**src/rtl/ia32_pkg.sv**
```systemverilog
`default_nettype none
package ia32_pkg;

  typedef enum logic [4:0] {
    OP_ADD = 5'd0, OP_SUB = 5'd1, OP_DIV = 5'd2, OP_MUL = 5'd3, OP_MOV = 5'd4,
    OP_XOR = 5'd5, OP_AND = 5'd6, OP_OR = 5'd7, OP_NOT = 5'd8, OP_LNOT = 5'd9,
    OP_LOR = 5'd10, OP_LAND = 5'd11, OP_EQ = 5'd12, OP_NE = 5'd13, OP_GT = 5'd14,
    OP_LT = 5'd15, OP_GE = 5'd16, OP_LE = 5'd17, OP_INC = 5'd18, OP_DEC = 5'd19,
    OP_SAR = 5'd20, OP_SHL = 5'd21
  } op_t;

  typedef enum logic [1:0] {
    ST_OK = 2'd0, ST_DIV0 = 2'd1, ST_BADOP = 2'd2
  } status_t;

  localparam int unsigned DataW = 32;
  localparam int unsigned DivSteps = DataW;

  // One word in flight: the finished result for every operation but divide,
  // and the working registers of the restoring divider.
  typedef struct packed {
    logic [4:0]       cmd;
    logic [DataW-1:0] res;
    logic [1:0]       st;
    logic [DataW-1:0] rem;
    logic [DataW-1:0] quo;
    logic [DataW-1:0] dvs;
    logic             neg;
  } pl_t;

endpackage
`default_nettype wire

```
**src/rtl/ia32_prep.sv**
```systemverilog
`default_nettype none
module ia32_prep (
  input  wire logic             clk,
  input  wire logic             rst_n,
  input  wire logic             valid_i,
  output logic                  ready_o,
  input  wire logic [4:0]       cmd_i,
  input  wire logic [31:0]      a_i,
  input  wire logic [31:0]      b_i,
  output logic                  valid_o,
  input  wire logic             ready_i,
  output ia32_pkg::pl_t         data_o
);

  logic          v_r;
  ia32_pkg::pl_t d_r;
  ia32_pkg::pl_t d_nxt;
  logic          lt_ab;
  logic          lt_ba;
  logic          big_b;
  logic [31:0]   prod;

  assign lt_ab = $signed(a_i) < $signed(b_i);
  assign lt_ba = $signed(b_i) < $signed(a_i);
  assign big_b = |b_i[31:5];
  assign prod  = a_i * b_i;

  always_comb begin
    d_nxt     = '0;
    d_nxt.cmd = cmd_i;
    d_nxt.st  = ia32_pkg::ST_OK;
    d_nxt.quo = a_i[31] ? (32'd0 - a_i) : a_i;
    d_nxt.dvs = b_i[31] ? (32'd0 - b_i) : b_i;
    d_nxt.neg = a_i[31] ^ b_i[31];
    unique case (cmd_i)
      ia32_pkg::OP_ADD:  d_nxt.res = a_i + b_i;
      ia32_pkg::OP_SUB:  d_nxt.res = a_i - b_i;
      ia32_pkg::OP_DIV:  d_nxt.st  = (b_i == 32'd0) ? ia32_pkg::ST_DIV0 : ia32_pkg::ST_OK;
      ia32_pkg::OP_MUL:  d_nxt.res = prod;
      ia32_pkg::OP_MOV:  d_nxt.res = a_i;
      ia32_pkg::OP_XOR:  d_nxt.res = a_i ^ b_i;
      ia32_pkg::OP_AND:  d_nxt.res = a_i & b_i;
      ia32_pkg::OP_OR:   d_nxt.res = a_i | b_i;
      ia32_pkg::OP_NOT:  d_nxt.res = ~a_i;
      ia32_pkg::OP_LNOT: d_nxt.res = {31'd0, a_i == 32'd0};
      ia32_pkg::OP_LOR:  d_nxt.res = {31'd0, (a_i != 32'd0) || (b_i != 32'd0)};
      ia32_pkg::OP_LAND: d_nxt.res = {31'd0, (a_i != 32'd0) && (b_i != 32'd0)};
      ia32_pkg::OP_EQ:   d_nxt.res = {31'd0, a_i == b_i};
      ia32_pkg::OP_NE:   d_nxt.res = {31'd0, a_i != b_i};
      ia32_pkg::OP_GT:   d_nxt.res = {31'd0, lt_ba};
      ia32_pkg::OP_LT:   d_nxt.res = {31'd0, lt_ab};
      ia32_pkg::OP_GE:   d_nxt.res = {31'd0, !lt_ab};
      ia32_pkg::OP_LE:   d_nxt.res = {31'd0, !lt_ba};
      ia32_pkg::OP_INC:  d_nxt.res = a_i + 32'd1;
      ia32_pkg::OP_DEC:  d_nxt.res = a_i - 32'd1;
      ia32_pkg::OP_SAR:  d_nxt.res = big_b ? {32{a_i[31]}} : 32'($signed(a_i) >>> b_i[4:0]);
      ia32_pkg::OP_SHL:  d_nxt.res = big_b ? 32'd0 : (a_i << b_i[4:0]);
      default:           d_nxt.st  = ia32_pkg::ST_BADOP;
    endcase
  end

  assign ready_o = !v_r || ready_i;
  assign valid_o = v_r;
  assign data_o  = d_r;

  always_ff @(posedge clk) begin
    if (!rst_n) begin
      v_r <= 1'b0;
    end else if (ready_o) begin
      v_r <= valid_i;
    end
  end

  always_ff @(posedge clk) begin
    if (ready_o && valid_i) begin
      d_r <= d_nxt;
    end
  end

endmodule
`default_nettype wire

```
**config.mk**
```make
export PLATFORM = sky130hd
export DESIGN_NAME = ia32_prep
export DESIGN_NICKNAME = d
export VERILOG_FILES = /design/src/rtl/ia32_pkg.sv /design/src/rtl/ia32_prep.sv
export SDC_FILE = /design/constraint.sdc
export NUM_CORES = 2
export LEC_CHECK = 0
export BUFFER_PORTS_ARGS = -buffer_cell sky130_fd_sc_hd__buf_4
export CORE_ASPECT_RATIO = 1.4
export CORE_MARGIN = 2
export CORE_UTILIZATION = 40
export CTS_BUF_LIST = sky130_fd_sc_hd__clkbuf_16
export CTS_CLUSTER_SIZE = 24
export DETAILED_ROUTE_END_ITERATION = 8
export GPL_TIMING_DRIVEN = 0
export PLACE_DENSITY_LB_ADDON = 0.08
export SLEW_MARGIN = 20
export SYNTH_ARGS = -nofsm -noshare
export SYNTH_HDL_FRONTEND = slang
export SYNTH_SLANG_ARGS = --single-unit
```
**constraint.sdc**
```tcl
create_clock -name clk -period 16.7 [get_ports clk]
set_input_delay 1.67 -clock clk [delete_from_list [all_inputs] [get_ports clk]]
set_output_delay 1.67 -clock clk [all_outputs]
set_load 0.005 [all_outputs]
```
After elaboration in Yosys (flattened, before gate mapping)
Cells that the tools add are included.

Bits in registers: 105. Latch bits: 0. RAM bits: 0. Bits in read-only memories: 0. Input port bits: 73. Output and inout port bits: 138. Word-level logic and storage cells: 69. Memories kept: 0.

$add $sub $neg: 6. Multipliers: 1. Divide/modulo/power cells: 0. Magnitude comparators: 2. Equality and inequality tests: 23. Shift-type cells: 2. Muxes and demuxes: 7. Bitwise logic cells: 5. Reductions and logical operators: 14.

Operator list (number): case mux 32 bit (21 select lines) (1); zero test 32 bit (2); less-than comparator 32 bit (2); 2-to-1 mux 32 bit (2); nonzero test 32 bit (2); subtractor 1 x 32 -> 32 bit, first input constant (2); 2-to-1 mux 31 bit (2); == test 5 x 4 -> 1 bit, second input constant (8); adder 32 x 1 -> 32 bit, second input constant (1); adder 32 bit (1); AND 32 bit (1); == test 32 bit (1); multiplier 32 x 32 -> 32 bit (1); inequality test 32 bit (1); inverter 32 bit (1); OR 32 bit (1); << shifter 32 x 5 -> 32 bit (1); >>> shifter 32 x 5 -> 32 bit (1); subtractor 32 x 1 -> 32 bit, second input constant (1); subtractor 32 bit (1); XOR 32 bit (1); == test 5 bit, second input constant (6); OR reduction 27 bit (1); OR reduction 21 bit (1); 10 further kinds (18).

Longest topological paths before layout
Depth after elaboration: 3. Depth in mapped cells: 30. Mapped depth without buffers: 26.

Worst setup path before layout
Ideal clock, no wire load.

Path kind: input-to-reg. Start: in b_i[1]. End: reg d_r (netlist bit data_o[130]) (data pin). Library setup time: 0.275 ns. Arrival: 9.302 ns. Required time: 16.425 ns. Path slack: 7.123 ns. Stages: 27. Path buffers: 6. Cell sequence: clkbuf_1 clkbuf_1 buf_2 buf_1 buf_2 buf_1 nand2_1 fa_1 fa_1 fa_1 inv_1 fa_1 inv_1 fa_1 inv_1 fa_1 fa_1 ha_1 a21o_1 a21o_1 a221oi_1 o22ai_1 o31a_1 o21ai_0 o21ai_0 xnor2_1 o221ai_1.

RTL lines: start: declaration (RTL line ia32_prep.sv:9) `input wire logic [31:0] b_i,`; end signal: assignment (RTL line ia32_prep.sv:76) `d_r <= d_nxt;`; end: declaration (RTL line ia32_prep.sv:16) `ia32_pkg::pl_t d_r;`.

==> flow_summary.toml <==
[status]
status = "finished clean"

[clocking]
cts.clk_slew.worst_paths_ps = 90
clock_sinks = 105
clockBufferDepth = 2
postCtsResizedCells = 0
cts_root_buf = "clkbuf_16"
cts.hold.buffers_added = 0
cts_tree = "built"
clk_latency_ps = 470
htreeDepth = 3
cts_setup_buffers = 0
cts_buffers = 9

[placement]
place_congestion = 1.068
dp_hpwl_um = 141000
placedCellCount = 4743
preCtsSetupSlack_ps = 3355
portBuffers = 178

[grt]
grt_overflow = 0
use_met1_pct = 50.45
grt_pass1_wl_um = 243400
grt_pass1_vias = 30670
grt_usage_pct = 46.09
use_met2_pct = 72.07
antenna_found_initial = 21
grtUsageMet3_pct = 13.69
grt_max_degree = 52
grt_busiest_layer = "met2"

[sta]
rsz0062_at_grt = "no"
finalCritPeriodShare_pct = 77.54
fmax_ghz = 0.07723
setup_violations = 0
worst_slew_pin_slew_ps = 1337
slew-limit-headroom_pct = 10.88
hold_viol_final = 0
timing.final.ws_setup_ps = 3751
fin_worst_skew_ps = 29.91
layout_min_cycle_time_ps = 12950
drv_slew = 0
tns_ps = 0

[synth]
ys_types = 77
synth_xor_area_share_pct = 6.334
synth-edff-count = 104
synthArstFlopShare_pct = 0
synth_compound_area_share_pct = 13.22
synth_mux_area_share_pct = 5.240
synthAdderAreaFrac_pct = 39.41
synth_seq_cells = 105
synth_simple_gate_area_share_pct = 15.35
synth_top_family_by_area = "adder cells"
syn-cell-area_mm2 = 0.02987
ys_seq_area_share_pct = 10.52
ys.flop_type = "edfxtp_1"
syn_area_per_cell_um2 = 8.371
yosysWarnings = 0
syn_inst = 3568

[detailed_routing]
first_pass_iters = 6
via_per_inst = 6.339
detail-route-antenna-nets = 0
routedWlPerCell_um = 37.17
vias = 30270
initialDrtViolationCount = 3210
wl_um = 177500
route.detailed.drc = 0

[floorplanning]
ioPinCount = 211
fp.dieW_um = 234.9
initial_utilization_pct = 40.38
die_height_um = 327.3
core_mm2 = 0.07397
rows = 118
die_area_mm2 = 0.07690

[critical_path]
cp_common_cell = "fa_1"
cp-end-kind = "register"
crit_slowest_cell = "a221oi_1"
cp.required_ps = 16840
crit_arrival_ps = 13080
slowest_delay_ps = 790
r2r_setup_slack_ps = 15300
cp-start-kind = "input port"
critPathBufInv = 10
worstSetupPathType = "in -> reg"
critical-path-top-delay-family = "adder cells"
critical_path.max_fanout = 10

[layout]
nNetsFinal = 4563
area_growth_pct = 10.71
drive_above_1_share_pct = 9.445
final_util_pct = 44.70
instances_no_fill = 4776
fill_cells = 7773

[min_path]
min_path_type = "reg -> reg"

[run]
drv_cap = 0
layout make-up:
cell class	count	area, um2	share of cell area (%)
multi-input combinational	2744	23930	72.37
clock buffer	9	225.2	0.6811
sequential	105	3143	9.505
antenna	15	37.54	0.1135
buffer	266	1175	3.553
inverter	484	1817	5.494
tap	960	1201	3.633
timing repair buffer	186	1451	4.389
clock inverter	7	86.33	0.2611
registers in the layout, summed over array words and instances, names as in the netlist:
signal / flops
data_o: 104
valid_o: 1
cells in the mapped netlist, types with 22 or more instances:
cell      count  area, um2
a21oi_1     191      955.9
a211oi_1     27      202.7
fa_1        410       8208
ha_1        284       3553
buf_4        32      240.2
xnor2_1     178       1559
a221oi_1     32      280.3
nand3_1      30      150.1
mux4_2       44      991.0
mux2i_1      54      540.5
o21ai_0     149      745.7
edfxtp_1    104       3123
inv_1       463       1738
a21o_1       25      187.7
clkbuf_1    171      641.9
nor2_1      529       1986
nand2b_1     24      150.1
nor3_1       37      185.2
nand2_1     341       1280
buf_1        53      198.9
o31ai_1      22      165.2
xor2_1       38      332.8
path summary, 6_finish.rpt:
path            from          end  cells after the start
min          valid_o      valid_o                      2
min reg2reg  valid_o      valid_o                      2
max reg2reg  valid_o  data_o[111]                      3
max           b_i[1]  data_o[130]                     28
tightest hold or removal path: cells and delay by family (launching register included):
kind	cells	cell delay (ps)
AO/OA/AOI/OAI	1	100
AND/OR/NAND/NOR	1	110
flip-flops	1	330
placed cells by master (no fill, tap or decap), drive strengths merged, types with 151 or more instances in the layout:
cell type and count:
nor2 529, inv 476, fa 410, nand2 341, ha 284, buf 281
a21oi 191, clkbuf 180, xnor2 178, o21ai 151
through the flow:
step,cell area (um2),hold slack (ps)
final,33070,579.6
after detailed placement,32660,581.2
after global placement,32520,527.8
after CTS,32970,595.8
after floorplan,29990,536.6
after global routing,33030,622.3
routing by layer:
layer  up-vias  routed length [um]
met3       835               16750
met4        10               19960
met5         -                  70
met2      2175               79800
li1      12110                   -
met1     15150               60930
cell families after synthesis:
kind of cell	after synthesis
adders and majority gates	695
muxes	101
xor gates and xnor gates	216
buffers and inverters	750
other	1
and+or+nand+nor	1079
DFF	105
AOI/OAI and AO/OA	621
Power is not shown: default switching activity piles up to over one toggle a cycle in this logic, so the estimate is an artifact.
